`src/sv/gwnn_ram.sv`:
```
// Generic simple dual-port RAM: one write port, one registered read port.
`timescale 1ns / 1ps
module gwnn_ram #(
  parameter int WIDTH = 8,
  parameter int DEPTH = 16,
  localparam int AW = (DEPTH > 1) ? $clog2(DEPTH) : 1
) (
  input  logic             clk,
  input  logic             we,
  input  logic [AW-1:0]    waddr,
  input  logic [WIDTH-1:0] wdata,
  input  logic             re,
  input  logic [AW-1:0]    raddr,
  output logic [WIDTH-1:0] rdata
);

  logic [WIDTH-1:0] mem [DEPTH];

  always_ff @(posedge clk) begin
    if (we) begin
      mem[waddr] <= wdata;
    end
    if (re) begin
      rdata <= mem[raddr];
    end
  end

endmodule

```
`config.mk`:
```
export PLATFORM = sky130hd
export DESIGN_NAME = gwnn_ram
export DESIGN_NICKNAME = d
export VERILOG_FILES = /design/src/sv/gwnn_ram.sv
export SDC_FILE = /design/constraint.sdc
export NUM_CORES = 1
export LEC_CHECK = 0
export BUFFER_PORTS_ARGS = -buffer_cell sky130_fd_sc_hd__buf_2
export CELL_PAD_IN_SITES_DETAIL_PLACEMENT = 1
export CELL_PAD_IN_SITES_GLOBAL_PLACEMENT = 1
export CORE_MARGIN = 10
export CORE_UTILIZATION = 25
export CTS_CLUSTER_DIAMETER = 200
export CTS_CLUSTER_SIZE = 28
export DETAILED_ROUTE_END_ITERATION = 8
export MAX_ROUTING_LAYER = met4
export PLACE_DENSITY_LB_ADDON = 0.1
export SETUP_SLACK_MARGIN = 0.4
export SYNTH_ARGS = -nofsm -noshare
export SYNTH_HDL_FRONTEND = slang
export SYNTH_SLANG_ARGS = --single-unit
```
`constraint.sdc`:
```
create_clock -name clk -period 4.4 [get_ports clk]
set_clock_uncertainty 0.15 [all_clocks]
set_input_delay 0.22 -clock clk [delete_from_list [all_inputs] [get_ports clk]]
set_output_delay 0.22 -clock clk [all_outputs]
set_load 0.01 [all_outputs]
```
==> impl_metrics.yaml <==
status:
  status: "completed"
power_and_ir_drop:
  powerDensity_mw_per_mm2: 459
  seqPwrFrac_pct: 51.6
  p_leak_nw: 2.01
  power_frac_clock_pct: 43.5
  peakVddDrop_mv: 0.224
  p_int_mw: 2.27
  swShare_pct: 20.3
  combinationalPowerShare_pct: 4.9
  power_switching_mw: 0.579
  power_mw: 2.85
logic_synthesis:
  syn_area_sq_mm: 0.00523
  post_synth.cell_area_avg_sq_um: 22.8
  yosysWarningCount: 0
  ys_seq_area_share_pct: 78.1
  yosysUniqueCellTypes: 18
  synth_cells: 229
  synth_nets: 248
  synth-seq-cells: 136
clocking:
  cts_resized: 0
  max-clock-path-buffers: 2
  cts_made_buffers: 17
  ctsHtreeMaxLevel: 4
  clock_latency_ns: 0.42
  cts_tree: "built"
  ctsHoldBuffers: 0
  post-cts-setup-buffer-count: 0
  cts_root_buf: "clkbuf_16"
  cts.sinks: 136
  clk_pin_slew_ns: 0.06
floorplanning:
  ios: 27
  start_util_pct: 25.6
  coreArea_sq_mm: 0.0204
  die_h_um: 165
  die-width_um: 165
  dieArea_sq_mm: 0.0271
  placementRows: 52
worst_hold_path:
  hold_end: "mem[14][3]$_DFFE_PP_"
  holdPathStages: 1
  min-delay-start: "wdata[3]"
  hp-class: "in -> reg"
critical_path:
  crit_path_start_kind: "primary input"
  cpPeakStageDelay_ns: 0.60
  end_kind: "flop"
  crit_chain: "buf_2 -> buf_4 -> mux4_2 -> a22oi_1 -> nand2_1"
  cp_num_buf_inv: 2
  critPathArrivalTime_ns: 2.01
  rrSetupSlack_ns: 2.58
  r2r-end: "rdata[6]$_DFFE_PP_"
  crit_required_ns: 4.39
  worst_path_dominant_cell_family: "multiplexers"
  cp.depth: 5
  crit_path_top_delay_cell: "mux4_2"
  critPathKind: "in -> reg"
  rr_startpoint: "mem[10][6]$_DFFE_PP_"
  worstPathMaxFanout: 32
  ff2ff_path_depth: 3
drt:
  detail_route.wl_per_cell_um: 23.8
  drtAntennaViolNets: 0
  first_pass_iters: 4
  drc_errors: 0
  vias: 2444
  drtIter0Drc: 168
  vias_per_cell: 4.40
  finalWirelength_um: 13200
finish:
  fin_nets: 294
  area_growth_pct: 18.5
  num_antenna_cells: 0
  fin_cells: 555
  drive_gt1_share_pct: 27.0
grt:
  use_met2_pct: 15.0
  grt_overflow: 0
  antenna_found_initial: 0
  grt_use_met1_pct: 14.6
  grt_pass1_vias: 2664
  grtUsageTotal_pct: 10.7
  grt_max_degree: 33
  grt.busiest_layer: "met2"
  met3_usage_pct: 2.29
  grt_pass1_wl_um: 19400
run:
  drv_cap: 0
placed_design:
  gp_congestion: 0.689
  place.detailed.hpwl_um: 8000
  dp.cells: 526
  portBuffers: 26
timing:
  setup_viol: 0
  rsz0062_at_grt: "no"
  worst_pin_slew_ns: 1.11
  hold_viol: 0
  relSlewSlack_pct: 25.8
  tns_ns: 0
  max_freq_ghz: 0.495
  fin_crit_ns: 2.02
  report.final.slew_viol_count: 0
  min_period_over_period_pct: 45.9
[per-layer routing]
metal / vias up / wire length, um / part of all wire (%)
li1: 1071 / - / -
met1: 1288 / 6470 / 49
met2: 69 / 5960 / 45
met3: 16 / 541 / 4.1
met4: 0 / 230 / 1.7
met5: - / 0 / 0
[placed cells by master (no fill, tap or decap), types with 2 or more instances in the layout]
master     count
nand3b_1       2
nand2b_1       2
clkbuf_16     17
buf_4         11
clkbuf_1       4
nand2_1        9
clkinv_2       2
edfxtp_1     136
nor3_1         3
mux4_1        14
mux4_2        18
buf_2         26
nor2_1        13
clkinv_1       5
a22oi_1       16
[cell type report]
class	count	area (sq um)
fill	2090	14200
tap	270	338
multi-input combinational	83	1060
timing repair buffer	37	213
clock buffer	21	440
sequential	136	4080
clock inverter	8	58.8
[registers in the layout, indices dropped and copies added, names as in the netlist]
| register | cells |
|---|---|
| mem | 128 |
| rdata | 8 |
[Yosys cell counts]
library cell     count  share of area, %
clkdlybuf4s25_2      3              0.57
nor2_1              13              0.93
and2b_1              1              0.14
edfxtp_1           136                78
nor3_1               4              0.38
nand2_1              9              0.65
and2_1               1              0.12
buf_4                1              0.14
or3b_2               1              0.17
nand3b_1             2              0.29
nand3_1              1             0.096
a22oi_1             16               2.3
mux4_1              14               7.0
buf_2                3              0.29
mux4_2              18               7.8
nor2b_1              1              0.12
buf_6                3              0.65
nand2b_1             2              0.24
[power by group through the flow]
stage | Sequential, mW | Combinational, mW | Clock, mW
after CTS | 1.47 | 0.145 | 1.27
after global routing | 1.47 | 0.154 | 1.33
final | 1.47 | 0.138 | 1.24
after detailed placement | 1.50 | 0.144 | 0
after floorplan | 1.50 | 0.0737 | 0
after global placement | 1.50 | 0.143 | 0
[logic make-up (layout without fill, tap and decap cells)]
logic type             after synthesis  count (layout)  synth area share (%)
DFF                                136             136                  78.1
muxes                               32              32                  14.8
and+or+nand+nor                     35              35                  3.14
buffers and inverters               10              66                  1.65
AOI/OAI and AO/OA                   16              16                  2.30
[through the flow]
step | area [sq um] | setup WS, ns | hold WS [ns] | util (%)
after CTS | 6200 | 2.36 | 0.0278 | 30.3
after global routing | 6200 | 2.27 | 0.0359 | 30.3
after floorplan | 5230 | 2.54 | 0.169 | -
after global placement | 5700 | 1.88 | 0.467 | 27.9
after detailed placement | 5700 | 1.92 | 0.473 | 27.9
final | 6200 | 2.38 | 0.0389 | 30.3
[worst max-delay path by stage]
stage / end / from
after CTS: rdata[6]$_DFFE_PP_ / raddr[0]
after floorplan: mem[0][0]$_DFFE_PP_ / waddr[2]
after global routing: rdata[6]$_DFFE_PP_ / raddr[0]
after detailed placement: rdata[6]$_DFFE_PP_ / raddr[0]
final: rdata[6]$_DFFE_PP_ / raddr[0]
after global placement: rdata[6]$_DFFE_PP_ / raddr[0]
No activity file was read; power rests on OpenSTA's default activity.
